===== src/hw/rtl/dec_pkg.sv =====
// Shared types and codes for the deletion-only edit cost row block.
`default_nettype none

package dec_pkg;

  localparam logic [1:0] OP_LOAD_WINDOW  = 2'd0;
  localparam logic [1:0] OP_LOAD_PATTERN = 2'd1;
  localparam logic [1:0] OP_COMPUTE      = 2'd2;

  localparam int unsigned SymW  = 8;
  localparam int unsigned CostW = 6;

  localparam logic [CostW-1:0] MaxDelReset = 6'd32;

  typedef enum logic [1:0] {
    ST_IDLE,
    ST_RUN,
    ST_EMIT
  } dec_state_e;

  typedef struct packed {
    logic load_win;
    logic load_pat;
    logic start;
    logic step;
    logic emit;
    logic finish;
  } dec_cmd_t;

  typedef struct packed {
    logic pat_empty;
    logic step_last;
    logic emit_last;
    logic out_free;
  } dec_stat_t;

endpackage

`default_nettype wire


===== src/hw/rtl/dec_ctrl.sv =====
// Controller state machine that sequences loads, row updates and result output.
`default_nettype none

module dec_ctrl
  import dec_pkg::*;
(
  input  logic       clk_i,
  input  logic       rst_ni,
  input  logic       in_valid_i,
  input  logic [1:0] in_op_i,
  output logic       in_ready_o,
  input  dec_stat_t  stat_i,
  output dec_cmd_t   cmd_o
);

  dec_state_e state_q, state_d;
  logic       in_fire;

  assign in_fire = in_valid_i && (state_q == ST_IDLE);

  always_ff @(posedge clk_i or negedge rst_ni) begin
    if (!rst_ni) begin
      state_q <= ST_IDLE;
    end else begin
      state_q <= state_d;
    end
  end

  always_comb begin
    state_d = state_q;
    unique case (state_q)
      ST_IDLE: begin
        if (in_fire && (in_op_i == OP_COMPUTE)) begin
          state_d = stat_i.pat_empty ? ST_EMIT : ST_RUN;
        end
      end
      ST_RUN: begin
        if (stat_i.step_last) begin
          state_d = ST_EMIT;
        end
      end
      ST_EMIT: begin
        if (stat_i.out_free && stat_i.emit_last) begin
          state_d = ST_IDLE;
        end
      end
      default: state_d = ST_IDLE;
    endcase
  end

  always_comb begin
    cmd_o      = '0;
    in_ready_o = 1'b0;
    unique case (state_q)
      ST_IDLE: begin
        in_ready_o = 1'b1;
        if (in_fire) begin
          unique case (in_op_i)
            OP_LOAD_WINDOW:  cmd_o.load_win = 1'b1;
            OP_LOAD_PATTERN: cmd_o.load_pat = 1'b1;
            OP_COMPUTE:      cmd_o.start    = 1'b1;
            default:         cmd_o          = '0;
          endcase
        end
      end
      ST_RUN: begin
        cmd_o.step = 1'b1;
      end
      ST_EMIT: begin
        if (stat_i.out_free) begin
          cmd_o.emit   = 1'b1;
          cmd_o.finish = stat_i.emit_last;
        end
      end
      default: cmd_o = '0;
    endcase
  end

endmodule

`default_nettype wire


===== src/hw/rtl/dec_datapath.sv =====
// Datapath with symbol stores, counts, the cost row cells and the result register.
`default_nettype none

module dec_datapath
  import dec_pkg::*;
#(
  parameter int unsigned MAX_LEN = 32
) (
  input  logic             clk_i,
  input  logic             rst_ni,
  input  logic [SymW-1:0]  sym_i,
  input  logic             cfg_we_i,
  input  logic [CostW-1:0] cfg_data_i,
  input  dec_cmd_t         cmd_i,
  output dec_stat_t        stat_o,
  input  logic             out_ready_i,
  output logic             out_valid_o,
  output logic [5:0]       out_offset_o,
  output logic [CostW-1:0] out_del_o,
  output logic             out_reach_o,
  output logic             out_last_o
);

  localparam int unsigned CW = $clog2(MAX_LEN + 1);
  localparam int unsigned IW = (MAX_LEN > 1) ? $clog2(MAX_LEN) : 1;

  logic [SymW-1:0]  win_q [MAX_LEN];
  logic [SymW-1:0]  pat_q [MAX_LEN];
  logic [CW-1:0]    wcnt_q;
  logic [CW-1:0]    pcnt_q;
  logic [CW-1:0]    u_q;
  logic [CW-1:0]    o_q;
  logic [CW-1:0]    mlen;
  logic [CostW-1:0] maxdel_q;
  logic [CostW-1:0] cost_q [MAX_LEN+1];
  logic [MAX_LEN:0] ok_q;
  logic [CostW-1:0] nc [MAX_LEN+1];
  logic [MAX_LEN:0] nok;
  logic [SymW-1:0]  pat_sym;
  logic             out_valid_q;
  logic [5:0]       off_q;
  logic [CostW-1:0] del_q;
  logic             reach_q;
  logic             last_q;

  assign mlen    = (pcnt_q < wcnt_q) ? pcnt_q : wcnt_q;
  assign pat_sym = pat_q[u_q[IW-1:0]];

  assign stat_o.pat_empty = (pcnt_q == '0);
  assign stat_o.step_last = ((u_q + CW'(1)) == pcnt_q);
  assign stat_o.emit_last = (o_q == mlen);
  assign stat_o.out_free  = !out_valid_q || out_ready_i;

  always_ff @(posedge clk_i or negedge rst_ni) begin
    if (!rst_ni) begin
      maxdel_q <= MaxDelReset;
    end else if (cfg_we_i) begin
      maxdel_q <= cfg_data_i;
    end
  end

  always_ff @(posedge clk_i or negedge rst_ni) begin
    if (!rst_ni) begin
      wcnt_q <= '0;
      pcnt_q <= '0;
      u_q    <= '0;
      o_q    <= '0;
    end else begin
      if (cmd_i.load_win && (wcnt_q < CW'(MAX_LEN))) begin
        wcnt_q <= wcnt_q + CW'(1);
      end
      if (cmd_i.load_pat && (pcnt_q < CW'(MAX_LEN))) begin
        pcnt_q <= pcnt_q + CW'(1);
      end
      if (cmd_i.start) begin
        u_q <= '0;
        o_q <= '0;
      end
      if (cmd_i.step) begin
        u_q <= u_q + CW'(1);
      end
      if (cmd_i.emit) begin
        o_q <= o_q + CW'(1);
      end
      if (cmd_i.finish) begin
        wcnt_q <= '0;
        pcnt_q <= '0;
      end
    end
  end

  always_ff @(posedge clk_i) begin
    if (cmd_i.load_win && (wcnt_q < CW'(MAX_LEN))) begin
      win_q[wcnt_q[IW-1:0]] <= sym_i;
    end
    if (cmd_i.load_pat && (pcnt_q < CW'(MAX_LEN))) begin
      pat_q[pcnt_q[IW-1:0]] <= sym_i;
    end
  end

  for (genvar g = 0; g <= MAX_LEN; g++) begin : g_cell
    logic       act;
    logic       del_ok;
    logic [6:0] inc;

    always_comb begin
      inc    = {1'b0, cost_q[g]} + 7'd1;
      act    = (CW'(g) <= (u_q + CW'(1))) && (CW'(g) <= mlen);
      del_ok = ok_q[g] && (inc <= {1'b0, maxdel_q});
    end

    if (g == 0) begin : g_first
      always_comb begin
        nok[g] = act && del_ok;
        nc[g]  = inc[CostW-1:0];
      end
    end else begin : g_rest
      logic mat_ok;
      always_comb begin
        mat_ok = ok_q[g-1] && (pat_sym == win_q[g-1]);
        nok[g] = act && (mat_ok || del_ok);
        if (mat_ok && (!del_ok || (cost_q[g-1] <= inc[CostW-1:0]))) begin
          nc[g] = cost_q[g-1];
        end else begin
          nc[g] = inc[CostW-1:0];
        end
      end
    end
  end

  // The row shifts down one entry per emitted result, so entry zero is the current offset.
  always_ff @(posedge clk_i) begin
    if (cmd_i.start) begin
      ok_q      <= {{MAX_LEN{1'b0}}, 1'b1};
      cost_q[0] <= '0;
    end else if (cmd_i.step) begin
      ok_q <= nok;
      for (int i = 0; i <= MAX_LEN; i++) begin
        cost_q[i] <= nc[i];
      end
    end else if (cmd_i.emit) begin
      ok_q <= {1'b0, ok_q[MAX_LEN:1]};
      for (int i = 0; i < MAX_LEN; i++) begin
        cost_q[i] <= cost_q[i+1];
      end
    end
  end

  always_ff @(posedge clk_i or negedge rst_ni) begin
    if (!rst_ni) begin
      out_valid_q <= 1'b0;
    end else if (cmd_i.emit) begin
      out_valid_q <= 1'b1;
    end else if (out_ready_i) begin
      out_valid_q <= 1'b0;
    end
  end

  always_ff @(posedge clk_i) begin
    if (cmd_i.emit) begin
      off_q   <= 6'(o_q);
      del_q   <= ok_q[0] ? cost_q[0] : '0;
      reach_q <= ok_q[0];
      last_q  <= (o_q == mlen);
    end
  end

  assign out_valid_o  = out_valid_q;
  assign out_offset_o = off_q;
  assign out_del_o    = del_q;
  assign out_reach_o  = reach_q;
  assign out_last_o   = last_q;

endmodule

`default_nettype wire


===== src/hw/rtl/deletion_edit_cost_row.sv =====
// Top level of the deletion-only edit cost row block.
// A load transaction (window or pattern symbol) appends one symbol unless that store is full.
// A compute transaction resets the row on its start, then performs P row updates, one per
// pattern symbol, through the single row-update stage whose cells all work in parallel,
// followed by min(P, W) + 1 results, one per offset, paced by the output register and the
// downstream tready. No input transaction is taken from the compute until its last result
// has entered the output register. Results carry the offset, the minimal deletion count
// (zero when unreachable) and a reachable flag; tlast marks the final offset. After the last
// result both symbol counts are cleared. The user must write the deletion limit register
// through the cfg channel only while the block is idle; the block itself does not enforce this.
`default_nettype none

module deletion_edit_cost_row
  import dec_pkg::*;
#(
  parameter int unsigned MAX_LEN = 32
) (
  input  logic        clk_i,
  input  logic        rst_ni,
  input  logic        cfg_valid_i,
  output logic        cfg_ready_o,
  input  logic [5:0]  cfg_data_i,    // deletion limit[5:0]
  input  logic        s_axis_tvalid,
  output logic        s_axis_tready,
  input  logic [7:0]  s_axis_tdata,  // symbol[7:0]
  input  logic [1:0]  s_axis_tuser,  // operation[1:0]
  output logic        m_axis_tvalid,
  input  logic        m_axis_tready,
  output logic [15:0] m_axis_tdata,  // offset[5:0], deletions[11:6], reachable[12], zero[15:13]
  output logic        m_axis_tlast
);

  dec_cmd_t   cmd;
  dec_stat_t  stat;
  logic [5:0] out_offset;
  logic [5:0] out_del;
  logic       out_reach;

  assign cfg_ready_o = 1'b1;

  dec_ctrl u_ctrl (
    .clk_i      (clk_i),
    .rst_ni     (rst_ni),
    .in_valid_i (s_axis_tvalid),
    .in_op_i    (s_axis_tuser),
    .in_ready_o (s_axis_tready),
    .stat_i     (stat),
    .cmd_o      (cmd)
  );

  dec_datapath #(
    .MAX_LEN (MAX_LEN)
  ) u_datapath (
    .clk_i        (clk_i),
    .rst_ni       (rst_ni),
    .sym_i        (s_axis_tdata),
    .cfg_we_i     (cfg_valid_i),
    .cfg_data_i   (cfg_data_i),
    .cmd_i        (cmd),
    .stat_o       (stat),
    .out_ready_i  (m_axis_tready),
    .out_valid_o  (m_axis_tvalid),
    .out_offset_o (out_offset),
    .out_del_o    (out_del),
    .out_reach_o  (out_reach),
    .out_last_o   (m_axis_tlast)
  );

  assign m_axis_tdata = {3'b000, out_reach, out_del, out_offset};

endmodule

`default_nettype wire


===== config.mk =====
export PLATFORM = sky130hd
export DESIGN_NAME = deletion_edit_cost_row
export DESIGN_NICKNAME = d
export VERILOG_FILES = /design/src/hw/rtl/dec_pkg.sv /design/src/hw/rtl/dec_ctrl.sv /design/src/hw/rtl/dec_datapath.sv /design/src/hw/rtl/deletion_edit_cost_row.sv
export SDC_FILE = /design/constraint.sdc
export NUM_CORES = 2
export LEC_CHECK = 0
export BUFFER_PORTS_ARGS = -buffer_cell sky130_fd_sc_hd__buf_2
export CAP_MARGIN = 25
export CELL_PAD_IN_SITES_DETAIL_PLACEMENT = 0
export CELL_PAD_IN_SITES_GLOBAL_PLACEMENT = 2
export CORE_ASPECT_RATIO = 0.6
export CORE_MARGIN = 3
export CORE_UTILIZATION = 38
export CTS_CLUSTER_SIZE = 40
export DETAILED_ROUTE_END_ITERATION = 12
export GPL_TIMING_DRIVEN = 0
export PLACE_DENSITY = 0.74
export SLEW_MARGIN = 20
export SYNTH_ARGS = -nofsm -noshare
export SYNTH_HDL_FRONTEND = slang
export SYNTH_SLANG_ARGS = --single-unit

===== constraint.sdc =====
create_clock -name clk_i -period 5.95 [get_ports clk_i]
set_input_delay 0.8925 -clock clk_i [delete_from_list [all_inputs] [get_ports clk_i]]
set_output_delay 0.8925 -clock clk_i [all_outputs]
set_load 0.1 [all_outputs]

---- After elaboration in Yosys (flattened, before gate mapping) ----
Memories as Yosys holds them, arrays and structs flattened.
Cells that the tools add are included.
W data, S select, Z words.
operators by class
  add/sub/neg operators ................... 37
  magnitude comparators ................... 134
  eq/ne operators ......................... 41
  multiplexer cells ....................... 104
  bitwise operators ....................... 33
  reductions and logical operators ........ 276
operators by type and width
  kind                   number
  $mux W6                74
  $eq A8 B8 Y1           32
  $add A6 B1 Y7 const B  33
  $le A7 B6 Y1           33
  $le A5 B6 Y1 const A   32
  $le A6 B6 Y1           32
  $logic_and A1 B1 Y1    168
  $le A4 B6 Y1 const A   16
  $mux W33               2
  $logic_or A1 B1 Y1     65
  $le A3 B6 Y1 const A   8
  $logic_not A1 Y1       33
  $or A1 B1 Y1           33
  $add A6 B1 Y6 const B  4
  $le A1 B6 Y1 const A   4
  $le A2 B6 Y1 const A   4
  $mux W1                19
  $eq A6 B6 Y1           2
  $le A6 B6 Y1 const A   2
  $lt A6 B6 Y1 const B   2
  $reduce_bool A2 Y1     6
  $mux W2                5
  $logic_not A6 Y1       1
  $lt A6 B6 Y1           1
  10 further kinds       14
storage, ports and cells
  register bits ........................... 80
  bits in writable memories ............... 710
  bits of input ports ..................... 21
  output and inout port bits .............. 20
  word-level logic and storage cells ...... 640
  memories ................................ 3
memory list
  name               depth  bits a word  read ports  clocked after memory_dff  wr ports  line                RTL
  u_datapath.pat_q   32     8            1           0                         1         dec_datapath.sv:28  logic [SymW-1:0] pat_q [MAX_LEN];
  u_datapath.win_q   32     8            32          0                         1         dec_datapath.sv:27  logic [SymW-1:0] win_q [MAX_LEN];
  u_datapath.cost_q  33     6            33          0                         33        dec_datapath.sv:35  logic [CostW-1:0] cost_q [MAX_LEN+1];

---- Longest topological paths before layout ----
  depth in word-level cells ............... 10
  gate-level depth with buffers ........... 15
  gate-level depth less buffers ........... 12

---- Modules after synthesis ----
A second synthesis with hierarchy kept.
second synthesis, totals
  cell total of the unflattened synthesis .. 4232
  area, all modules ....................... 48661.7 um^2
modules (own cells, without submodules)
  module                  times used  cells each  area an instance (um^2)  seq. area each (um^2)
  dec_datapath            1           4207        48460.2                  23178.5
  dec_ctrl                1           18          156.4                    50.0
  deletion_edit_cost_row  1           7           45.0                     0.0

---- Worst setup path before layout ----
OpenSTA, ideal clock, no wires.
  path kind ............................... in2reg
  start point ............................. input m_axis_tready
  end point ............................... memory u_datapath.cost_q[0][0] (enable)
  library setup time ...................... 0.315 ns
  arrival ................................. 5.989 ns
  path slack .............................. -0.354 ns
  stages on the path ...................... 7
  path buffers ............................ 2
  cells stage by stage .................... nand2b_1 nand2b_1 clkbuf_1 nand2_1 nor2_1 clkbuf_1 inv_1
RTL lines
  item             line                          RTL
  start, declared  deletion_edit_cost_row.sv:28  input logic m_axis_tready,
  end, declared    dec_datapath.sv:35

==> results.ini <==
[synth]
ys_seq_elements=790
synth_edf_count=724
synth_area_um2=48000
synth.distinct_cells=81
seq_area_frac_synth=0.484
async_flop_share=0.0418
ys_warn_count=0
synth_area_per_cell_um2=11.4
synth_cells=4208
ys.flop_type=edfxtp_1

[job]
cap_violations=0

[die]
fp.dieH_um=281
rows=100
start_util=0.385
core_area_um2=125000
io_pins=41
die_w_um=465
dieArea_um2=131000

[sta]
setup_viol=0
fin_crit_sh=0.984
relSlewSlack=0.240
hold_viol=0
period_needed_ps=5860
slew_viol_final=0
max_freq_ghz=0.171
worst_slew_pin_slew_ps=1140
rsz0062_at_grt=false
skew_ps=25.6

[clock_network]
clk_latency_ps=700
hold_buffers=0
clock-sinks=790
clk_pin_slew_worst_paths_ps=70
cts_tree=built
post_cts_resized=0
h-tree-depth=3
cts.path.max_buffers=3
cts_buffers=80
cts_setup_buffers=0
cts_root_buffer=clkbuf_16

[setup_path]
cp-end-kind=register
path_cells=buf_2, buf_2, buf_2, mux2i_1, a22oi_1, a21oi_1, nor4_2, buf_4, xor2_1, a2111oi_1, nand4_1, mux2i_1, o21ai_0
path_delay_family=buffers and inverters
crit_fanout=10
crit_buf_inv=4
criticalPathCategory=register to register
worst_path_most_repeated_cell=buf_2
worst_ep_required_time_ps=6360
ff2ff_setup_slack_ps=90
cp.arrival_ps=6260
critPathLaunchType=register
cp_slowest_cell=a2111oi_1
cp_slowest_stage_delay_ps=850

[routing]
wl_per_cell_um=27.7
routed_wl_um=169000
remaining_drc_errors=0
drt_iter0_markers=4202
vias=34800
dr.pass1.iters=5
avgViaCountPerCell=5.70
final_antenna_net_count=0

[grt]
grt_usage=0.255
first_global_vias=32900
overflow=0
antenna_found_initial=9
grt_start_max_net_pins=79
grt_pass1_wl_um=243000

[layout]
fin_cells=6115
fill_cells=11900
multiInputGateArea_um2=23400
drive_gt1_frac=0.0880
final_nets=4823
seq_area_um2=23200
layout-area-overhead-vs-synth_pct=12.0

[place]
hpwl_um=125000
placed_cells=5958
io_buffers=36
gp_congestion=0.956

[worst_hold_path]
hold_path.class=input port to asynchronous set/reset pin

[power_and_ir_drop]
power.total_mw=32.1
leakage_nw=19.6
peakVddDrop_v=0.000469
pwr_density_cell_nw_per_um2=597

[outcome]
status=finished clean

-- path summary, 6_finish.rpt --
| kind | from | endpoint | cells past startpoint |
|---|---|---|---|
| worst max-delay path | u_datapath.u_q[2] | u_datapath.cost_q[0][7] | 13 |
| worst min-delay path | rst_ni | u_datapath.maxdel_q[3] | 1 |
| worst max register to register | u_datapath.u_q[2] | u_datapath.cost_q[0][7] | 13 |
| worst min register to register | u_ctrl.state_q[1] | u_ctrl.state_q[0] | 1 |
| max in group asynchronous | rst_ni | u_datapath.maxdel_q[0] | 1 |
| min in group clk_i | cfg_data_i[5] | u_datapath.maxdel_q[5] | 3 |
-- cell usage after synthesis (all sizes together), types with 29 or more instances --
| cell type | n | area share |
|---|---|---|
| a21o | 49 | 0.0077 |
| a21oi | 168 | 0.018 |
| a22oi | 46 | 0.0072 |
| buf | 53 | 0.0063 |
| clkbuf | 87 | 0.0068 |
| dfrtp | 32 | 0.017 |
| dfxtp | 33 | 0.014 |
| edfxtp | 724 | 0.45 |
| ha | 440 | 0.11 |
| inv | 236 | 0.018 |
| mux2i | 268 | 0.056 |
| mux4 | 36 | 0.017 |
| nand2 | 320 | 0.025 |
| nand3 | 190 | 0.020 |
| nand4 | 71 | 0.0092 |
| nor2 | 234 | 0.018 |
| nor2b | 55 | 0.0072 |
| nor3 | 54 | 0.0061 |
| nor4 | 29 | 0.0090 |
| o21a | 134 | 0.021 |
| o21ai | 265 | 0.028 |
| xnor2 | 250 | 0.046 |
| xor2 | 165 | 0.030 |
-- area by class of cell --
cell class,instances,area share
Sequential cell,790,0.432
Timing Repair Buffer,70,0.0151
Buffer,140,0.0121
Inverter,240,0.0170
Tap cell,1683,0.0391
Antenna cell,2,0.0000930
Clock buffer,108,0.0405
Clock inverter,42,0.0103
Multi-Input combinational cell,3040,0.434
-- state kept, by name, summed over array words and instances (netlist names), 2 cells and up --
signal and count:
u_ctrl.state_q 2, u_datapath.o_q 6, u_datapath.ok_q 33, u_datapath.wcnt_q 6, u_datapath.pcnt_q 6, u_datapath.u_q 6, u_datapath.cost_q 198, u_datapath.win_q 256
u_datapath.out_del_o 6, u_datapath.maxdel_q 6, u_datapath.out_offset_o 6, u_datapath.pat_q 256
-- logic make-up (layout without fill, tap and decap cells) --
family          Yosys count  in the layout  share of synthesized area
compound gates          801            801                      0.108
xor+xnor                415            415                     0.0757
fa+ha+maj               440            440                      0.115
buf+inv                 380            600                     0.0319
flops                   790            790                      0.484
mux                     318            318                     0.0763
other cells               2              6                   0.000156
simple gates           1062           1062                      0.110
-- routing by layer --
metal  global-route usage  up-vias  wire [um]
li1                     -    15900          -
met1                0.431    17400      88800
met2                0.329     1397      63100
met3               0.0460      157      15000
met4               0.0480       10       2510
met5                    0        -         76
-- where the power goes --
part	switching (mW)	internal [mW]	total [mW]	leakage, nW
registers	1.47	7.43	8.90	7.28
logic	11.2	6.57	17.8	11.0
clock network	2.41	3.01	5.42	1.32
-- metrics by stage --
stage / setup slack (ps) / area, um2 / util / hold slack [ps] / setup TNS (ps)
floorplan: 1460 / 48000 / - / 432 / 0
global placement: -2490 / 50300 / 0.403 / 459 / -252340
detailed placement: 73.3 / 51000 / 0.409 / 453 / 0
CTS: 26.3 / 53700 / 0.431 / 319 / 0
global route: 34.7 / 53800 / 0.431 / 388 / 0
finish: 94.2 / 53800 / 0.431 / 340 / 0
-- placed cells by master (no fill, tap or decap), types with 16 or more instances in the layout --
| cell | synthesis | routed |
|---|---|---|
| nor2b_1 | 55 | 55 |
| or2_2 | 21 | 21 |
| nand2b_1 | 16 | 16 |
| ha_1 | 440 | 440 |
| nor2_1 | 234 | 234 |
| nor3_1 | 52 | 46 |
| edfxtp_1 | 724 | 724 |
| nand4_1 | 71 | 71 |
| o21ai_0 | 141 | 141 |
| clkbuf_1 | 87 | 95 |
| a22oi_1 | 46 | 46 |
| inv_1 | 236 | 231 |
| nand3_1 | 190 | 190 |
| and3_1 | 22 | 22 |
| buf_2 | 26 | 58 |
| o21ai_1 | 124 | 124 |
| nor4_4 | 16 | 17 |
| o21a_1 | 134 | 134 |
| a21o_1 | 49 | 49 |
| clkbuf_16 | 0 | 81 |
| o221a_2 | 18 | 18 |
| mux2i_1 | 267 | 267 |
| a21oi_1 | 168 | 168 |
| buf_4 | 15 | 28 |
| xnor2_1 | 250 | 250 |
| o22ai_1 | 19 | 19 |
| nand2_1 | 320 | 319 |
| dfxtp_1 | 33 | 33 |
| mux4_2 | 36 | 36 |
| dfrtp_1 | 32 | 31 |
| xor2_1 | 165 | 165 |
(Power assumes the default switching activity.)
